## config.mk

```make
export PLATFORM = sky130hd
export DESIGN_NAME = utf16_to_utf8_transcoder_top_flat
export DESIGN_NICKNAME = d
export VERILOG_FILES = /design/src/design/u16to8_pkg.sv /design/src/design/u16to8_if.sv /design/src/design/u16to8_front.sv /design/src/design/u16to8_queue.sv /design/src/design/u16to8_back.sv /design/src/design/utf16_to_utf8_transcoder_top.sv /design/src/flat_wrapper.sv
export SDC_FILE = /design/constraint.sdc
export NUM_CORES = 1
export LEC_CHECK = 0
export ABC_AREA = 1
export BUFFER_PORTS_ARGS = -buffer_cell sky130_fd_sc_hd__buf_2
export CAP_MARGIN = 20
export CORE_AREA = 10 10 138 140
export CTS_BUF_LIST = sky130_fd_sc_hd__clkbuf_8
export DETAILED_ROUTE_END_ITERATION = 7
export DIE_AREA = 0 0 148 150
export HOLD_SLACK_MARGIN = 0.02
export PLACE_DENSITY = 0.76
export SLEW_MARGIN = 5
export SYNTH_ARGS = -nofsm -noshare
export SYNTH_HDL_FRONTEND = slang
export SYNTH_SLANG_ARGS = --single-unit
```

## constraint.sdc

```tcl
create_clock -name clk -period 10.35 [get_ports clk]
set_input_delay 2.07 -clock clk [delete_from_list [all_inputs] [get_ports clk]]
set_output_delay 2.07 -clock clk [all_outputs]
set_load 0.02 [all_outputs]
```

## src/design/u16to8_pkg.sv

```systemverilog
// ----------------------------------------------------------------------------
// u16to8_pkg
// Shared types, constants and the code point encoder for the transcoder.
// ----------------------------------------------------------------------------
package u16to8_pkg;

  localparam int RUN_MAX   = 6;
  localparam int LEN_W     = 3;
  localparam int QDEPTH    = 4;
  localparam int QPTR_W    = 2;

  localparam logic [15:0] HIGH_FIRST = 16'hD800;
  localparam logic [15:0] HIGH_LAST  = 16'hDBFF;
  localparam logic [15:0] LOW_FIRST  = 16'hDC00;
  localparam logic [15:0] LOW_LAST   = 16'hDFFF;
  localparam logic [20:0] SUPP_BASE  = 21'h10000;
  localparam logic [20:0] LIM_1BYTE  = 21'h80;
  localparam logic [20:0] LIM_2BYTE  = 21'h800;
  localparam logic [20:0] LIM_3BYTE  = 21'h10000;
  localparam logic [5:0]  HIGH_TAG   = 6'b110110;

  typedef struct packed {
    logic [3:0][7:0]  bytes;
    logic [LEN_W-1:0] len;
  } point_enc_t;

  // one request's whole byte run; byte 0 goes out first
  typedef struct packed {
    logic [RUN_MAX-1:0][7:0] bytes;
    logic [LEN_W-1:0]        len;
  } run_t;

  function automatic point_enc_t encode_point(input logic [20:0] c);
    point_enc_t r;
    r.bytes = '0;
    if (c < LIM_1BYTE) begin
      r.bytes[0] = {1'b0, c[6:0]};
      r.len      = 3'd1;
    end else if (c < LIM_2BYTE) begin
      r.bytes[0] = {3'b110, c[10:6]};
      r.bytes[1] = {2'b10, c[5:0]};
      r.len      = 3'd2;
    end else if (c < LIM_3BYTE) begin
      r.bytes[0] = {4'b1110, c[15:12]};
      r.bytes[1] = {2'b10, c[11:6]};
      r.bytes[2] = {2'b10, c[5:0]};
      r.len      = 3'd3;
    end else begin
      r.bytes[0] = {5'b11110, c[20:18]};
      r.bytes[1] = {2'b10, c[17:12]};
      r.bytes[2] = {2'b10, c[11:6]};
      r.bytes[3] = {2'b10, c[5:0]};
      r.len      = 3'd4;
    end
    return r;
  endfunction

endpackage

```

## src/design/u16to8_if.sv

```systemverilog
// ----------------------------------------------------------------------------
// u16to8 channel interfaces
// Valid/ready channels for UTF-16 code units in and UTF-8 bytes out.
// ----------------------------------------------------------------------------
interface u16to8_in_if;
  logic        valid;
  logic        ready;
  logic [15:0] code_unit;
  logic        end_of_string;

  modport source (output valid, output code_unit, output end_of_string, input ready);
  modport sink   (input valid, input code_unit, input end_of_string, output ready);
endinterface

interface u16to8_out_if;
  logic       valid;
  logic       ready;
  logic [7:0] utf8_byte;
  logic       last_of_run;

  modport source (output valid, output utf8_byte, output last_of_run, input ready);
  modport sink   (input valid, input utf8_byte, input last_of_run, output ready);
endinterface

```

## src/design/u16to8_front.sv

```systemverilog
// ----------------------------------------------------------------------------
// u16to8_front
// Accepts code units, pairs surrogates and builds each request's byte run.
// ----------------------------------------------------------------------------
module u16to8_front
  import u16to8_pkg::*;
(
  input  logic         clk,
  input  logic         rst,
  u16to8_in_if.sink    unit_ch,
  input  logic         q_full,
  output logic         push_valid,
  output run_t         push_run
);

  logic       pending;
  logic       pending_next;
  logic [9:0] held;
  logic [9:0] held_next;

  logic       accept;
  logic       is_high;
  logic       is_low;
  logic       pair;
  logic       hold;
  logic       pre_valid;
  logic [20:0] pair_point;
  point_enc_t pre_enc;
  point_enc_t main_enc;
  run_t       run;

  assign unit_ch.ready = !q_full;
  assign accept        = unit_ch.valid && unit_ch.ready;

  always_comb begin
    is_high    = unit_ch.code_unit inside {[HIGH_FIRST:HIGH_LAST]};
    is_low     = unit_ch.code_unit inside {[LOW_FIRST:LOW_LAST]};
    pair       = pending && is_low;
    pre_valid  = pending && !is_low;
    hold       = !pair && is_high && !unit_ch.end_of_string;
    pair_point = SUPP_BASE + {1'b0, held, unit_ch.code_unit[9:0]};
    pre_enc    = encode_point({5'b0, HIGH_TAG, held});
    if (pair) begin
      main_enc = encode_point(pair_point);
    end else if (hold) begin
      main_enc = '0;
    end else begin
      main_enc = encode_point({5'b0, unit_ch.code_unit});
    end
    run = '0;
    if (pre_valid) begin
      run.bytes[2:0] = pre_enc.bytes[2:0];
      run.bytes[5:3] = main_enc.bytes[2:0];
      run.len        = pre_enc.len + main_enc.len;
    end else begin
      run.bytes[3:0] = main_enc.bytes;
      run.len        = main_enc.len;
    end
  end

  always_comb begin
    pending_next = pending;
    held_next    = held;
    if (accept) begin
      pending_next = hold;
      if (hold) begin
        held_next = unit_ch.code_unit[9:0];
      end
    end
  end

  assign push_valid = accept && (run.len != '0);
  assign push_run   = run;

  always_ff @(posedge clk) begin
    if (rst) begin
      pending <= 1'b0;
      held    <= '0;
    end else begin
      pending <= pending_next;
      held    <= held_next;
    end
  end

endmodule

```

## src/design/u16to8_queue.sv

```systemverilog
// ----------------------------------------------------------------------------
// u16to8_queue
// Short queue of byte runs between the front and the serializer.
// ----------------------------------------------------------------------------
module u16to8_queue
  import u16to8_pkg::*;
(
  input  logic  clk,
  input  logic  rst,
  input  logic  push_valid,
  input  run_t  push_run,
  input  logic  pop,
  output logic  q_full,
  output logic  q_empty,
  output run_t  head
);

  run_t              mem [QDEPTH];
  logic [QPTR_W-1:0] wr_ptr;
  logic [QPTR_W-1:0] rd_ptr;
  logic [QPTR_W:0]   count;
  logic              do_push;
  logic              do_pop;

  assign q_full  = (count == (QPTR_W+1)'(QDEPTH));
  assign q_empty = (count == '0);
  assign do_push = push_valid && !q_full;
  assign do_pop  = pop && !q_empty;
  assign head    = mem[rd_ptr];

  always_ff @(posedge clk) begin
    if (do_push) begin
      mem[wr_ptr] <= push_run;
    end
  end

  always_ff @(posedge clk) begin
    if (rst) begin
      wr_ptr <= '0;
      rd_ptr <= '0;
      count  <= '0;
    end else begin
      if (do_push) begin
        wr_ptr <= wr_ptr + 1'b1;
      end
      if (do_pop) begin
        rd_ptr <= rd_ptr + 1'b1;
      end
      if (do_push && !do_pop) begin
        count <= count + 1'b1;
      end else if (do_pop && !do_push) begin
        count <= count - 1'b1;
      end
    end
  end

endmodule

```

## src/design/u16to8_back.sv

```systemverilog
// ----------------------------------------------------------------------------
// u16to8_back
// Sends the head run of the queue one byte per cycle while byte_ch.ready is high.
// ----------------------------------------------------------------------------
module u16to8_back
  import u16to8_pkg::*;
(
  input  logic          clk,
  input  logic          rst,
  input  logic          q_empty,
  input  run_t          head,
  output logic          pop,
  u16to8_out_if.source  byte_ch
);

  logic [LEN_W-1:0] idx;
  logic [LEN_W-1:0] idx_next;
  logic             last;
  logic             fire;

  assign last                = (idx == head.len - 1'b1);
  assign byte_ch.valid       = !q_empty;
  assign byte_ch.utf8_byte   = head.bytes[idx];
  assign byte_ch.last_of_run = last;
  assign fire                = byte_ch.valid && byte_ch.ready;
  assign pop                 = fire && last;

  always_comb begin
    idx_next = idx;
    if (fire) begin
      idx_next = last ? '0 : idx + 1'b1;
    end
  end

  always_ff @(posedge clk) begin
    if (rst) begin
      idx <= '0;
    end else begin
      idx <= idx_next;
    end
  end

endmodule

```

## src/design/utf16_to_utf8_transcoder_top.sv

```systemverilog
// ----------------------------------------------------------------------------
// utf16_to_utf8_transcoder_top
// UTF-16 code units in, UTF-8 bytes out.
// ----------------------------------------------------------------------------
// unit_ch takes one code unit per request with end_of_string on the last unit
// of a string; byte_ch returns one UTF-8 byte per request, last_of_run on the
// final byte a unit caused. A high surrogate without end_of_string is held with
// no output until the next unit; units that produce no bytes leave nothing on
// byte_ch. The front classifies and encodes a unit in the cycle it is accepted
// and writes its run into a 4-entry queue; if the queue was empty, the first
// byte is offered on the next cycle. The serializer drains one byte per cycle
// while byte_ch.ready is high. A run holds 1 to 3 bytes for a basic-plane unit,
// 4 for a pair, up to 6 for a flushed surrogate followed by another unit.
// unit_ch accepts back to back while the queue has room, also while byte_ch is
// stalled; a stalled byte holds and the queue fills, then unit_ch.ready drops.
// Reset clears the held surrogate, the queue and the byte index.
// ----------------------------------------------------------------------------
module utf16_to_utf8_transcoder_top
  import u16to8_pkg::*;
(
  input  logic         clk,
  input  logic         rst,
  u16to8_in_if.sink    unit_ch,
  u16to8_out_if.source byte_ch
);

  logic push_valid;
  run_t push_run;
  logic pop;
  logic q_full;
  logic q_empty;
  run_t head;

  u16to8_front u_front (
    .clk        (clk),
    .rst        (rst),
    .unit_ch    (unit_ch),
    .q_full     (q_full),
    .push_valid (push_valid),
    .push_run   (push_run)
  );

  u16to8_queue u_queue (
    .clk        (clk),
    .rst        (rst),
    .push_valid (push_valid),
    .push_run   (push_run),
    .pop        (pop),
    .q_full     (q_full),
    .q_empty    (q_empty),
    .head       (head)
  );

  u16to8_back u_back (
    .clk     (clk),
    .rst     (rst),
    .q_empty (q_empty),
    .head    (head),
    .pop     (pop),
    .byte_ch (byte_ch)
  );

  a_pop_on_last: assert property (@(posedge clk) disable iff (rst)
    pop |-> (byte_ch.valid && byte_ch.ready && byte_ch.last_of_run))
    else $error("queue popped without the last byte of a run");

  a_push_shows: assert property (@(posedge clk) disable iff (rst)
    (push_valid && q_empty) |=> byte_ch.valid)
    else $error("pushed run not offered on the next cycle");

  a_head_len: assert property (@(posedge clk) disable iff (rst)
    !q_empty |-> (head.len != '0 && head.len <= 3'(RUN_MAX)))
    else $error("queued run has a bad length");

  a_no_push_full: assert property (@(posedge clk) disable iff (rst)
    q_full |-> !push_valid)
    else $error("run pushed into a full queue");

endmodule

```

## src/flat_wrapper.sv

```systemverilog
// flat-port wrapper written by rule: the top's interface ports become plain ports
module utf16_to_utf8_transcoder_top_flat import u16to8_pkg::*;
  (clk, rst, unit_ch_valid, unit_ch_code_unit, unit_ch_end_of_string, unit_ch_ready, byte_ch_valid, byte_ch_utf8_byte, byte_ch_last_of_run, byte_ch_ready);
  u16to8_in_if unit_ch_i ();
  u16to8_out_if byte_ch_i ();
  input  logic clk;
  input  logic rst;
  input wire logic [$bits(unit_ch_i.valid)-1:0] unit_ch_valid;
  input wire logic [$bits(unit_ch_i.code_unit)-1:0] unit_ch_code_unit;
  input wire logic [$bits(unit_ch_i.end_of_string)-1:0] unit_ch_end_of_string;
  output wire logic [$bits(unit_ch_i.ready)-1:0] unit_ch_ready;
  output wire logic [$bits(byte_ch_i.valid)-1:0] byte_ch_valid;
  output wire logic [$bits(byte_ch_i.utf8_byte)-1:0] byte_ch_utf8_byte;
  output wire logic [$bits(byte_ch_i.last_of_run)-1:0] byte_ch_last_of_run;
  input wire logic [$bits(byte_ch_i.ready)-1:0] byte_ch_ready;
  assign unit_ch_i.valid = unit_ch_valid;
  assign unit_ch_i.code_unit = unit_ch_code_unit;
  assign unit_ch_i.end_of_string = unit_ch_end_of_string;
  assign unit_ch_ready = unit_ch_i.ready;
  assign byte_ch_valid = byte_ch_i.valid;
  assign byte_ch_utf8_byte = byte_ch_i.utf8_byte;
  assign byte_ch_last_of_run = byte_ch_i.last_of_run;
  assign byte_ch_i.ready = byte_ch_ready;
  utf16_to_utf8_transcoder_top u_core (.clk(clk), .rst(rst), .unit_ch(unit_ch_i), .byte_ch(byte_ch_i));
endmodule
```

==> reports/qor.yml <==
syn-num-nets: 932
routabilityCongestion: 1.006
yosysSeqAreaShare: 0.6295
gr-total-overflow: 0
critPathSlowestCell: "inv_1"
worst-path-buf-inv: 5
dp_hpwl_um: 13930
peakVddDrop_mv: 0.1656
crit_chain: "buf_4 > inv_1 > buf_4 > nand3_1 > nand2_1 > ha_1 > xor2_1 > xor2_1 > nand3_1 > inv_1 > buf_2"
worstSetupEndpointType: "output port"
ant_nets: 0
yosys_warnings: 0
cp-start-kind: "register"
layout-drive-gt1-share: 0.1321
synth_area_mm2: 0.009509
die_y_um: 150
core_area_mm2: 0.01635
crit_type: "register to output port"
cts-buffers-inserted: 31
grt_pass1_vias: 6718
arrival_ns: 3.39
io_buffers: 31
viasPerCell: 6.032
hold_viol: 0
power.total_w: 0.001914
tns_ns: 0
rsz0062_at_grt: "no"
finalSetupViolCount: 0
hold_buffers: 0
area_growth_pct: 9.553
wl_met1_um: 9287
postSynthCellCount: 901
synth_async_sr_flop_share: 0
wl_met3_um: 2497
yosysMostFrequentCell: "edfxtp_1"
clockBufferDepth: 3
syn_area_per_cell_um2: 10.55
highest_layer: "met4"
synth-edff-count: 184
synth_seq_cells: 207
rows: 47
outcome: "finished clean"
io-pin-count: 32
grt_max_degree: 93
p_leak_nw: 3.971
die_area_mm2: 0.02220
relSlewSlack: 0.3849
n_antenna_cell: 0
grt_pass1_wl_um: 36190
yosysUniqueCellTypes: 39
die_w_um: 148
numClockSinks: 207
route.met2.wl_um: 10580
slew_viol_final: 0
antenna_found_initial: 0
cp_max_fo: 46
synth_top_area_share: 0.5811
wl_per_cell_um: 19.56
yosysTopAreaCell: "edfxtp_1"
h-tree-depth: 1
cts_resized: 0
timing.fmax_mhz: 183.2
worst_pin_slew_ns: 0.9226
cap_violations: 0
cts_tree: "done"
clkTransAtPathRegs_ns: 0.07
nNetsFinal: 960
cts_root_buf: "clkbuf_8"
post-route-period-util: 0.5274
initial_core_util: 0.5817
grtUsageTotal: 0.2043
min_period_ns: 5.459
cp_top_family: "buffers and inverters"
crit_path_max_incr_delay_ns: 0.51
vias: 7082
skew_ns: 0.03687
postCtsSetupBuffers: 0
drt_iter0_markers: 1005
synthFlopType: "edfxtp_1"
hold_path.class: "register to register"
synth.area.top_cells: "edfxtp_1 58%, o21ai_0 6.8%, dfxtp_1 4.8%"
synth_common_cells: "184 x edfxtp_1, 130 x o21ai_0, 121 x nor2_1"
worstPathRequired_ns: 8.28
clk_latency_ns: 0.57
p_per_area_mw_per_mm2: 183.7
dr.pass1.iters: 5
routed_wl_um: 22960
drcViolationCount: 0
==> worst reg2reg max path, stage by stage (launching register included) <==
cell and delay [ns]:
dfxtp_1 0.52, ha_1 0.33, inv_1 0.06, nand2_1 0.10, nor2_4 0.18, nand4_1 0.50
nand3_2 0.30, nand2_2 0.09, ha_1 0.30, or2_2 0.31, nand3_2 0.08, nor2_2 0.04
nor2_4 0.12, inv_2 0.11, nor2_4 0.08, buf_4 0.59
==> path summary, 6_finish.rpt <==
check / from / end / slack, ns / depth (start not counted)
setup / recovery: register / byte_ch_last_of_run / 4.89 / 11
hold / removal: u_core.u_queue.rd_ptr[0]$_SDFFE_PP0P_ / u_core.u_queue.rd_ptr[0]$_SDFFE_PP0P_ / 0.48 / 1
hold reg to reg: u_core.u_queue.rd_ptr[0]$_SDFFE_PP0P_ / u_core.u_queue.rd_ptr[0]$_SDFFE_PP0P_ / 0.48 / 1
setup reg to reg: u_core.u_front.held[6]$_SDFFE_PP0P_ / u_core.u_queue.mem[1][15]$_DFFE_PP_ / 6.22 / 15
==> per-layer routing <==
metal  track usage  vias to the layer above
met1        0.2719                     3295
met3       0.04136                       54
met2        0.3281                      421
li1              -                     3312
met4       0.06938                        0
met5             0                        -
==> registers in the layout (all words and copies together), names as in the netlist, named ones only <==
name and cells:
u_core.u_front.pending 1, u_core.u_queue.mem 184, u_core.u_front.held 10, u_core.u_queue.count 3, u_core.u_queue.wr_ptr 2, u_core.u_queue.rd_ptr 2
u_core.u_back.idx 3
==> cell families after synthesis <==
kind of cell    Yosys count  synth area share
xor+xnor                  5          0.004605
fa+ha+maj                10           0.01395
buf+inv                 118           0.04855
compound gates          256            0.1592
flops                   207            0.6295
simple gates            305            0.1442
==> power by group <==
part	internal, W	leakage (nW)	switching (W)
registers	0.000976	1.92	0.0000218
clock network	0.000284	0.343	0.000301
logic	0.0000906	1.71	0.000240
==> stage by stage <==
step           cell area (um^2)  setup WS, ns    util  hold WS, ns  std cells
2_1_floorplan              9509         4.202       -       0.4358        901
3_3_place_gp               9856         5.068  0.6029       0.4495       1115
3_5_place_dp               9856         4.974  0.6029       0.4682       1115
4_1_cts                   10410         4.859  0.6368       0.4795       1173
5_1_grt                   10420         4.657  0.6372       0.5061       1174
6_report                  10420         4.891  0.6372       0.4780       1174
==> placed cells by master (no fill, tap or decap), types with 8 or more instances in the layout <==
master / Yosys / final
nand3_2: 9 / 9
clkinv_2: 0 / 8
buf_2: 8 / 31
o221ai_1: 31 / 31
edfxtp_1: 184 / 184
a21oi_1: 34 / 34
buf_4: 1 / 11
o21ai_0: 130 / 130
clkbuf_8: 0 / 31
o211ai_1: 16 / 16
nand2_1: 113 / 113
ha_1: 9 / 9
dfxtp_1: 23 / 22
inv_2: 7 / 8
nor2_1: 121 / 117
inv_1: 58 / 71
nand3_1: 32 / 32
o22ai_1: 33 / 33
==> area by class of cell <==
cell class / count / area (um^2)
Tap cell: 220 / 275.3
Timing Repair Buffer: 42 / 237.7
Multi-Input combinational cell: 576 / 3092
Inverter: 71 / 271.5
Clock buffer: 31 / 426.7
Fill cell: 1308 / 5931
Sequential cell: 207 / 5987
Clock inverter: 27 / 127.6
Power figures use the tool's default switching activity.
